==> config.mk <==
export PLATFORM = sky130hd
export DESIGN_NAME = zigzag_coverage_navigator
export DESIGN_NICKNAME = d
export VERILOG_FILES = /design/src/hw/rtl/zzcov_pkg.sv /design/src/hw/rtl/zigzag_coverage_navigator.sv
export SDC_FILE = /design/constraint.sdc
export NUM_CORES = 2
export LEC_CHECK = 0
export BUFFER_PORTS_ARGS = -buffer_cell sky130_fd_sc_hd__buf_2
export CAP_MARGIN = 10
export CORE_UTILIZATION = 50
export DETAILED_ROUTE_END_ITERATION = 16
export PLACE_DENSITY_LB_ADDON = 0.2
export SLEW_MARGIN = 25
export SYNTH_ARGS = -nofsm -noshare
export SYNTH_HDL_FRONTEND = slang
export SYNTH_SLANG_ARGS = --single-unit
==> constraint.sdc <==
create_clock -name i_clk -period 9.2 [get_ports i_clk]
set_input_delay 0.46 -clock i_clk [delete_from_list [all_inputs] [get_ports i_clk]]
set_output_delay 0.46 -clock i_clk [all_outputs]
set_load 0.03 [all_outputs]
==> src/hw/rtl/zzcov_pkg.sv <==
// Zig-zag coverage navigator: package with widths, register indexes, reset values,
// heading windows and the navigation mode codes.
// Depends on nothing; imported by zigzag_coverage_navigator.
`timescale 1ns / 1ps

package zzcov_pkg;

    // Waypoint store limits.
    localparam int MAX_WAYPOINTS = 128;
    localparam int IDX_W         = $clog2(MAX_WAYPOINTS);
    localparam int CMP_W         = 16;

    // Field widths.
    localparam int POS_W   = 20;
    localparam int HDG_W   = 13;
    localparam int AHDG_W  = HDG_W + 1;
    localparam int LANE_W  = 9;
    localparam int DRIVE_W = 11;
    localparam int MODE_W  = 4;

    localparam int HW_W    = 16;
    localparam int HL_W    = 17;
    localparam int SPACE_W = 13;
    localparam int WCNT_W  = 8;
    localparam int SPEED_W = 10;
    localparam int REACH_W = 32;
    localparam int CFG_IDX_W  = 3;
    localparam int CFG_DATA_W = 32;

    // Shared multiplier operand width and product width.
    localparam int MUL_W  = 24;
    localparam int PROD_W = 2 * MUL_W;

    typedef enum logic [CFG_IDX_W-1:0] {
        CFG_HALF_WIDTH  = 3'd0,
        CFG_HALF_LENGTH = 3'd1,
        CFG_LANE_SPACE  = 3'd2,
        CFG_WAYPT_COUNT = 3'd3,
        CFG_CRUISE      = 3'd4,
        CFG_REACH_SQ    = 3'd5
    } t_cfg_idx;

    localparam logic [HW_W-1:0]    RST_HALF_WIDTH  = 16'd4608;
    localparam logic [HL_W-1:0]    RST_HALF_LENGTH = 17'd9728;
    localparam logic [SPACE_W-1:0] RST_LANE_SPACE  = 13'd512;
    localparam logic [WCNT_W-1:0]  RST_WAYPT_COUNT = 8'd76;
    localparam logic [SPEED_W-1:0] RST_CRUISE      = 10'd102;
    localparam logic [REACH_W-1:0] RST_REACH_SQ    = 32'd1268777;

    // Lane direction in whole degrees.
    localparam logic signed [LANE_W-1:0] LANE_NORTH    = 9'sd90;
    localparam logic signed [LANE_W-1:0] LANE_SOUTH    = -9'sd90;
    localparam logic signed [LANE_W-1:0] LANE_N_LO     = 9'sd89;
    localparam logic signed [LANE_W-1:0] LANE_N_HI     = 9'sd91;
    localparam logic signed [LANE_W-1:0] LANE_S_LO     = -9'sd91;
    localparam logic signed [LANE_W-1:0] LANE_S_HI     = -9'sd89;

    // Heading windows in 1/16 degree.
    localparam logic signed [HDG_W-1:0] HDG_N_LO    = 13'sd1424;
    localparam logic signed [HDG_W-1:0] HDG_N_HI    = 13'sd1456;
    localparam logic signed [HDG_W-1:0] HDG_S_LO    = -13'sd1456;
    localparam logic signed [HDG_W-1:0] HDG_S_HI    = -13'sd1424;
    localparam logic [AHDG_W-1:0]       HDG_BACK_LO = 14'd2864;
    localparam logic [AHDG_W-1:0]       HDG_BACK_HI = 14'd2896;
    localparam logic signed [HDG_W-1:0] HDG_DIV_BIAS = 13'sd15;

    typedef enum logic [MODE_W-1:0] {
        MODE_INIT   = 4'd0,
        MODE_FWD    = 4'd1,
        MODE_PAUSE  = 4'd2,
        MODE_LEFT   = 4'd3,
        MODE_RIGHT  = 4'd4,
        MODE_UTR    = 4'd5,
        MODE_UTL    = 4'd6,
        MODE_UNUSED = 4'd7,
        MODE_DONE   = 4'd8
    } t_nav_mode;

endpackage

==> src/hw/rtl/zigzag_coverage_navigator.sv <==
// Zig-zag coverage navigator: top level with sequencer, shared multiplier and mode logic.
// Depends on zzcov_pkg.
//
//  channel  | direction | handshake            | payload
//  ---------+-----------+----------------------+-----------------------------------------
//  in       | to block  | i_in_valid/o_in_stall | i_gps_x, i_gps_z, i_heading
//  out      | from block| o_out_valid/i_out_stall | o_left_drive, o_right_drive, o_mode,
//           |           |                      | o_target_number
//  cfg      | to block  | i_cfg_valid/o_cfg_ready | i_cfg_index, i_cfg_data
//
// A tick is loaded into the output register in the final step of the sequencer, and the next
// transaction can be accepted once the sequencer has returned to idle: one multiplier is
// used four times in turn (waypoint z for the old index, dx squared, dz squared, waypoint z
// for the new index), with a subtract step before the squares and a compare step after them.
// The input stalls until the result has been loaded into the output register; a
// stalled output holds the sequencer in its last step until the register frees up.
// Reset (synchronous, active low) restores the registers to their defaults, the mode
// to init, the lane to north and the waypoint index to one.
`timescale 1ns / 1ps

module zigzag_coverage_navigator
    import zzcov_pkg::*;
(
    input  logic                      i_clk,
    input  logic                      i_rst_n,
    input  logic                      i_in_valid,
    output logic                      o_in_stall,
    input  logic signed [POS_W-1:0]   i_gps_x,
    input  logic signed [POS_W-1:0]   i_gps_z,
    input  logic signed [HDG_W-1:0]   i_heading,
    output logic                      o_out_valid,
    input  logic                      i_out_stall,
    output logic signed [DRIVE_W-1:0] o_left_drive,
    output logic signed [DRIVE_W-1:0] o_right_drive,
    output logic [MODE_W-1:0]         o_mode,
    output logic [IDX_W-1:0]          o_target_number,
    input  logic                      i_cfg_valid,
    output logic                      o_cfg_ready,
    input  logic [CFG_IDX_W-1:0]      i_cfg_index,
    input  logic [CFG_DATA_W-1:0]     i_cfg_data
);

    typedef enum logic [2:0] {
        S_IDLE,
        S_ZO,
        S_DIFF,
        S_SQX,
        S_SQZ,
        S_CMP,
        S_ZN,
        S_MODE
    } t_seq_state;

    t_seq_state r_state;

    // Configuration registers.
    logic [HW_W-1:0]    r_half_width;
    logic [HL_W-1:0]    r_half_length;
    logic [SPACE_W-1:0] r_lane_space;
    logic [WCNT_W-1:0]  r_waypt_count;
    logic [SPEED_W-1:0] r_cruise;
    logic [REACH_W-1:0] r_reach_sq;

    // Navigation state.
    t_nav_mode               r_mode;
    logic signed [LANE_W-1:0] r_lane;
    logic [IDX_W-1:0]         r_idx;

    // Working registers.
    logic signed [POS_W-1:0] r_gx;
    logic signed [POS_W-1:0] r_gz;
    logic signed [HDG_W-1:0] r_h;
    logic signed [MUL_W-1:0] r_dx;
    logic signed [MUL_W-1:0] r_dz;
    logic signed [PROD_W-1:0] r_prod;
    logic [PROD_W-1:0]        r_acc;

    // Output register.
    logic                      r_out_valid;
    logic signed [DRIVE_W-1:0] r_out_left;
    logic signed [DRIVE_W-1:0] r_out_right;
    logic [MODE_W-1:0]         r_out_mode;
    logic [IDX_W-1:0]          r_out_idx;

    logic                      in_take;
    logic                      out_free;
    logic signed [MUL_W-1:0]   mul_a;
    logic signed [MUL_W-1:0]   mul_b;
    logic signed [PROD_W-1:0]  mul_p;
    logic [CMP_W-1:0]          cnt;
    logic [CMP_W-1:0]          idx_plus;
    logic [PROD_W:0]           dist_sq;
    logic                      reached;
    logic signed [MUL_W-1:0]   wpx;
    logic signed [MUL_W-1:0]   wpz;
    logic signed [MUL_W-1:0]   gx_ext;
    logic signed [MUL_W-1:0]   gz_ext;
    logic signed [MUL_W-1:0]   hw_ext;
    logic signed [HDG_W-1:0]   h_biased;
    logic signed [HDG_W-1:0]   h_deg;
    logic signed [AHDG_W-1:0]  h_wide;
    logic [AHDG_W-1:0]         h_abs;
    logic                      lane_north;
    logic                      lane_south;
    logic                      facing_back;
    logic signed [DRIVE_W-1:0] spd_pos;
    logic signed [DRIVE_W-1:0] spd_neg;

    t_nav_mode                 n_mode;
    logic signed [LANE_W-1:0]  n_lane;
    logic signed [DRIVE_W-1:0] n_left;
    logic signed [DRIVE_W-1:0] n_right;

    assign in_take     = i_in_valid && !o_in_stall;
    assign o_in_stall  = (r_state != S_IDLE);
    assign out_free    = !r_out_valid || !i_out_stall;
    assign o_cfg_ready = 1'b1;

    assign o_out_valid     = r_out_valid;
    assign o_left_drive    = r_out_left;
    assign o_right_drive   = r_out_right;
    assign o_mode          = r_out_mode;
    assign o_target_number = r_out_idx;

    // Effective waypoint count, clamped to the supported range.
    always_comb begin
        cnt = CMP_W'(r_waypt_count);
        if (cnt < CMP_W'(2)) begin
            cnt = CMP_W'(2);
        end else if (cnt > CMP_W'(MAX_WAYPOINTS)) begin
            cnt = CMP_W'(MAX_WAYPOINTS);
        end
    end

    assign idx_plus = CMP_W'(r_idx) + CMP_W'(1);

    // Waypoint x is plus half_width when bit one of k+1 is set, i.e. k[1] xor k[0].
    assign hw_ext = $signed(MUL_W'(r_half_width));
    assign wpx    = (r_idx[1] ^ r_idx[0]) ? hw_ext : -hw_ext;
    assign wpz    = $signed(r_prod[MUL_W-1:0]) - $signed(MUL_W'(r_half_length));
    assign gx_ext = MUL_W'(r_gx);
    assign gz_ext = MUL_W'(r_gz);

    // The one multiplier of the block, shared by all four products of a tick.
    always_comb begin
        case (r_state)
            S_SQX: begin
                mul_a = r_dx;
                mul_b = r_dx;
            end
            S_SQZ: begin
                mul_a = r_dz;
                mul_b = r_dz;
            end
            default: begin
                mul_a = $signed(MUL_W'(r_lane_space));
                mul_b = $signed(MUL_W'(r_idx[IDX_W-1:1]));
            end
        endcase
    end

    assign mul_p = mul_a * mul_b;

    assign dist_sq = {1'b0, r_acc} + {1'b0, r_prod};
    assign reached = (dist_sq <= (PROD_W + 1)'(r_reach_sq));

    // Heading in whole degrees, truncated toward zero.
    assign h_biased = r_h[HDG_W-1] ? (r_h + HDG_DIV_BIAS) : r_h;
    assign h_deg    = h_biased >>> 4;
    assign h_wide   = AHDG_W'(r_h);
    assign h_abs    = h_wide[AHDG_W-1] ? AHDG_W'(-h_wide) : AHDG_W'(h_wide);

    assign lane_north  = (r_lane >= LANE_N_LO) && (r_lane <= LANE_N_HI);
    assign lane_south  = (r_lane >= LANE_S_LO) && (r_lane <= LANE_S_HI);
    assign facing_back = (h_abs >= HDG_BACK_LO) && (h_abs <= HDG_BACK_HI);

    assign spd_pos = $signed(DRIVE_W'(r_cruise));
    assign spd_neg = -spd_pos;

    // Mode transition; r_idx already holds the advanced index and r_prod its z term.
    always_comb begin
        n_mode  = r_mode;
        n_lane  = r_lane;
        n_left  = '0;
        n_right = '0;
        case (r_mode)
            MODE_INIT: begin
                n_lane = h_deg[LANE_W-1:0];
                n_mode = MODE_FWD;
            end
            MODE_FWD: begin
                n_left  = spd_pos;
                n_right = spd_pos;
                if (lane_north) begin
                    if (gx_ext >= wpx) n_mode = MODE_PAUSE;
                end else if (lane_south) begin
                    if (gx_ext <= wpx) n_mode = MODE_PAUSE;
                end else if (CMP_W'(r_idx) == cnt - CMP_W'(1)) begin
                    n_mode = MODE_DONE;
                end
            end
            MODE_PAUSE: begin
                if (lane_north) begin
                    n_mode = MODE_RIGHT;
                end else if (lane_south) begin
                    n_mode = MODE_LEFT;
                end
            end
            MODE_LEFT: begin
                n_left  = spd_neg;
                n_right = spd_pos;
                if (facing_back) begin
                    n_left  = spd_pos;
                    n_right = spd_pos;
                    if (gz_ext >= wpz && gx_ext <= wpx) n_mode = MODE_UTL;
                end
            end
            MODE_RIGHT: begin
                n_left  = spd_pos;
                n_right = spd_neg;
                if (facing_back) begin
                    n_left  = spd_pos;
                    n_right = spd_pos;
                    if (gz_ext >= wpz) n_mode = MODE_UTR;
                end
            end
            MODE_UTR: begin
                n_left  = spd_pos;
                n_right = spd_neg;
                if (r_h >= HDG_S_LO && r_h <= HDG_S_HI) begin
                    n_lane = LANE_SOUTH;
                    n_mode = MODE_FWD;
                end
            end
            MODE_UTL: begin
                n_left  = spd_neg;
                n_right = spd_pos;
                if (r_h >= HDG_N_LO && r_h <= HDG_N_HI) begin
                    n_lane = LANE_NORTH;
                    n_mode = MODE_FWD;
                end
            end
            default: begin
                n_mode = r_mode;
            end
        endcase
    end

    always_ff @(posedge i_clk) begin
        if (!i_rst_n) begin
            r_state       <= S_IDLE;
            r_mode        <= MODE_INIT;
            r_lane        <= LANE_NORTH;
            r_idx         <= IDX_W'(1);
            r_out_valid   <= 1'b0;
            r_half_width  <= RST_HALF_WIDTH;
            r_half_length <= RST_HALF_LENGTH;
            r_lane_space  <= RST_LANE_SPACE;
            r_waypt_count <= RST_WAYPT_COUNT;
            r_cruise      <= RST_CRUISE;
            r_reach_sq    <= RST_REACH_SQ;
        end else begin
            if (i_cfg_valid && o_cfg_ready) begin
                case (i_cfg_index)
                    CFG_HALF_WIDTH:  r_half_width  <= i_cfg_data[HW_W-1:0];
                    CFG_HALF_LENGTH: r_half_length <= i_cfg_data[HL_W-1:0];
                    CFG_LANE_SPACE:  r_lane_space  <= i_cfg_data[SPACE_W-1:0];
                    CFG_WAYPT_COUNT: r_waypt_count <= i_cfg_data[WCNT_W-1:0];
                    CFG_CRUISE:      r_cruise      <= i_cfg_data[SPEED_W-1:0];
                    CFG_REACH_SQ:    r_reach_sq    <= i_cfg_data[REACH_W-1:0];
                    default: ;
                endcase
            end

            // In the final step the output register is handled by the load below.
            if (r_out_valid && !i_out_stall && (r_state != S_MODE)) begin
                r_out_valid <= 1'b0;
            end

            case (r_state)
                S_IDLE: begin
                    if (in_take) begin
                        r_gx    <= i_gps_x;
                        r_gz    <= i_gps_z;
                        r_h     <= i_heading;
                        r_state <= S_ZO;
                    end
                end
                S_ZO: begin
                    r_prod  <= mul_p;
                    r_state <= S_DIFF;
                end
                S_DIFF: begin
                    r_dx    <= wpx - gx_ext;
                    r_dz    <= wpz - gz_ext;
                    r_state <= S_SQX;
                end
                S_SQX: begin
                    r_prod  <= mul_p;
                    r_state <= S_SQZ;
                end
                S_SQZ: begin
                    r_acc   <= r_prod;
                    r_prod  <= mul_p;
                    r_state <= S_CMP;
                end
                S_CMP: begin
                    if (reached && idx_plus < cnt) begin
                        r_idx <= r_idx + IDX_W'(1);
                    end
                    r_state <= S_ZN;
                end
                S_ZN: begin
                    r_prod  <= mul_p;
                    r_state <= S_MODE;
                end
                S_MODE: begin
                    // The tick commits only once the output register can take it.
                    if (out_free) begin
                        r_mode      <= n_mode;
                        r_lane      <= n_lane;
                        r_out_valid <= 1'b1;
                        r_out_left  <= n_left;
                        r_out_right <= n_right;
                        r_out_mode  <= n_mode;
                        r_out_idx   <= r_idx;
                        r_state     <= S_IDLE;
                    end
                end
                default: begin
                    r_state <= S_IDLE;
                end
            endcase
        end
    end

    a_idx_step: assert property (@(posedge i_clk) disable iff (!i_rst_n)
        ($past(i_rst_n) && (r_idx != $past(r_idx)))
            |-> ((r_idx == $past(r_idx) + 1'b1) && ($past(r_state) == S_CMP)))
        else $error("waypoint index moved by other than one step, or outside the compare step");

    a_out_load: assert property (@(posedge i_clk) disable iff (!i_rst_n)
        ($past(i_rst_n) && r_out_valid && !$past(r_out_valid))
            |-> ($past(r_state) == S_MODE))
        else $error("result loaded outside the final step");

    a_accept_start: assert property (@(posedge i_clk) disable iff (!i_rst_n)
        in_take |=> (r_state == S_ZO))
        else $error("accepted transaction did not start the sequence");

    a_mode_commit: assert property (@(posedge i_clk) disable iff (!i_rst_n)
        ((r_state == S_MODE) && out_free) |=> (r_out_valid && (r_state == S_IDLE)))
        else $error("final step did not load the output register");

endmodule
==> impl_metrics.py <==
metrics = {
    "run_status": {
        "status": "completed",
    },
    "floorplanning": {
        "rows": 104,
        "die_w_um": 289,
        "die-height_um": 289,
        "dieArea_mm2": 0.0834,
        "core_area_mm2": 0.0809,
        "initial_utilization_pct": 50.8,
        "num_io_pins": 129,
    },
    "placement": {
        "port_buffers": 127,
        "dp_hpwl_mm": 97.3,
        "gp_congestion": 0.973,
    },
    "sta": {
        "rsz0062_at_grt": "no",
        "setup-tns-final_ps": 0,
        "clock_skew_ps": 30.3,
        "fmax_ghz": 0.114,
        "fin_crit_ps": 8740,
        "hold_slack_ps": 59.2,
        "slew_viol_final": 0,
        "finalHoldViolCount": 0,
        "worst_pin_slew_ps": 975,
        "maxSlewHeadroom_pct": 34.5,
        "final.period_utilization_pct": 95.0,
        "setup_viol": 0,
    },
    "synth": {
        "synth_area_per_cell_um2": 9.10,
        "synth_largest_area_cell": "fa_1",
        "yosysMostFrequentCell": "inv_1",
        "synth_top_cells_by_count": "835 x inv_1, 612 x nand2_1, 598 x fa_1, 359 x nor2_1, 300 x a21oi_1",
        "synth_cell_types": 97,
        "ys.flop_type": "edfxtp_1",
        "synth_edf_count": 230,
        "synth.cell_area_mm2": 0.0411,
        "ys_warn_count": 0,
        "ys_seq_elements": 350,
        "synth_top_area_share_pct": 29.1,
        "async_flop_share_pct": 0,
        "ys_seq_area_share_pct": 22.6,
        "synth_cells": 4518,
        "syn-num-nets": 5508,
        "yosys-top-cells-area": "fa_1 29%, edfxtp_1 17%, ha_1 9.1%",
    },
    "setup_path": {
        "critPathCapture": "r_prod[47]$_DFFE_PP_",
        "path_max_fanout": 25,
        "cp.depth": 29,
        "rr_startpoint": "r_state[1]$_SDFFE_PN0P_",
        "crit_path_max_incr_delay_ps": 580,
        "worstPathRequired_ps": 9620,
        "r2r_cells": 29,
        "crit_family": "adder cells",
        "reg2reg_to": "r_prod[47]$_DFFE_PP_",
        "cpMostUsedCell": "fa_1",
        "crit_buf_inv": 6,
        "crit_start": "r_state[1]$_SDFFE_PN0P_",
        "worst_setup_path_end_kind": "register",
        "cp_slowest_cell": "fa_1",
        "reg2reg_slack_ps": 460,
        "critPathKind": "reg2reg",
        "crit_path_start_kind": "register",
        "arrival_ps": 9160,
    },
    "grt": {
        "overflow": 0,
        "grt_usage_pct": 28.6,
        "grt_max_degree": 54,
        "antenna_found_initial": 5,
        "grt_pass1_wl_mm": 181,
        "grt_pass1_vias": 31700,
    },
    "clocking": {
        "clkTransAtPathRegs_ps": 70,
        "cts_buffer_depth": 3,
        "cts_root_buf": "clkbuf_16",
        "ctsHtreeMaxLevel": 2,
        "cts_inserted_buffers": 39,
        "cts_sinks": 350,
        "worstSkewPairLatency_ps": 570,
        "cts_tree": "built",
    },
    "final_layout": {
        "nNetsFinal": 5618,
        "areaGrowthSynthToFinish_pct": 8.83,
        "drive_gt1_share_pct": 7.79,
    },
    "worst_hold_path": {
        "hold_class": "in2reg",
    },
    "routing": {
        "first_pass_iters": 6,
        "wl_per_cell_um": 20.4,
        "wl_mm": 117,
        "drt_iter0_drc": 2357,
        "vias_per_cell": 5.53,
        "vias": 31600,
        "ant_nets": 0,
        "remaining_drc_errors": 0,
    },
    "power": {
        "p_per_area_mw_per_mm2": 99.9,
        "total_power_w": 0.00447,
        "p_leak_nw": 21.2,
        "vdd_ir_drop_max_mv": 0.116,
    },
    "flow_run": {
        "maxCapViolCount": 0,
    },
}
-- how the worst min path moves through the flow --
stage / end / cells past startpoint / from / slack, ps
floorplan: o_target_number[2]$_DFFE_PP_ / 0 / r_idx[2]$_SDFFE_PN0P_ / 410
global placement: r_reach_sq[25]$_SDFFE_PN0P_ / 2 / r_reach_sq[25]$_SDFFE_PN0P_ / 440
detailed placement: r_acc[34]$_DFFE_PP_ / 0 / r_prod[34]$_DFFE_PP_ / 450
CTS: r_gx[1]$_DFFE_PP_ / 1 / i_gps_x[1] / 30
global route: r_h[10]$_DFFE_PP_ / 1 / i_heading[10] / 30
finish: r_gx[2]$_DFFE_PP_ / 1 / i_gps_x[2] / 60
-- cells in the final DEF (no fill, tap or decap), types with 43 or more instances in the layout --
master / count
a21o_1: 80
a21oi_1: 294
buf_2: 127
buf_4: 102
dfxtp_1: 119
edfxtp_1: 230
fa_1: 598
ha_1: 299
inv_1: 832
nand2_1: 609
nand3_1: 56
nand4_1: 43
nor2_1: 353
nor3_1: 44
o21ai_0: 118
xnor2_1: 120
xor2_1: 63
-- flip-flops by register name, indices dropped and copies added, names as in the netlist, 7 cells and up --
register,flops
r_dx,24
r_gx,20
r_prod,48
r_idx,7
o_left_drive,11
r_lane_space,13
r_dz,24
r_waypt_count,8
r_reach_sq,32
r_cruise,10
o_target_number,7
r_h,13
r_lane,9
o_right_drive,11
r_half_width,16
r_half_length,17
r_acc,48
r_gz,20
-- layout make-up --
type	instances	area [µm²]
multi-input cells	3160	28100
diodes	5	12.5
clock inverters	29	364
well taps	1060	1330
fillers	7547	36200
repair buffers	233	1450
flip-flops and latches	350	9310
clock buffers	43	991
inverters	844	3170
-- per-stage QoR --
stage                     worst slack, ps  util (%)  area, µm²  cells
final                                 464      55.3      44700   5724
after global routing                 4.68      55.3      44700   5722
after CTS                             141      55.2      44600   5715
after detailed placement             5.11      53.5      43300   5643
after global placement                113      53.5      43300   5643
after floorplan                       488         -      41100   4518
-- routing by layer --
metal / routed length, µm / part of all wire (%) / track usage (%)
met4: 3230 / 2.8 / 7.64
met3: 9650 / 8.2 / 5.98
met1: 50700 / 43 / 39.7
met5: 7 / 0.0060 / 0
met2: 53400 / 46 / 45.5
-- timing repair --
action                     CTS  global route
setup endpoints to repair    1             6
resized for setup            1            17
hold buffers                 0             0
buffers inserted             0             4
pin swaps                    0             3
-- report_power, final --
| part | total [W] | switching [W] | internal, W |
|---|---|---|---|
| clock | 0.00165 | 0.000691 | 0.000963 |
| sequential | 0.00180 | 0.0000525 | 0.00175 |
| combinational | 0.00101 | 0.000650 | 0.000365 |
-- cells by family (layout without fill, tap and decap cells) --
logic type                 count (synthesis)  in the layout  synth area share (%)
AOI/OAI and AO/OA                        763            763                  11.7
muxes                                     17             17                 0.426
xor gates and xnor gates                 183            183                  3.90
adders and majority gates                897            897                  38.2
other                                      1              6               0.00912
buffers and inverters                   1008           1149                  9.23
DFF                                      350            350                  22.6
and+or+nand+nor                         1299           1299                  13.8
Power figures use the tool's default switching activity.
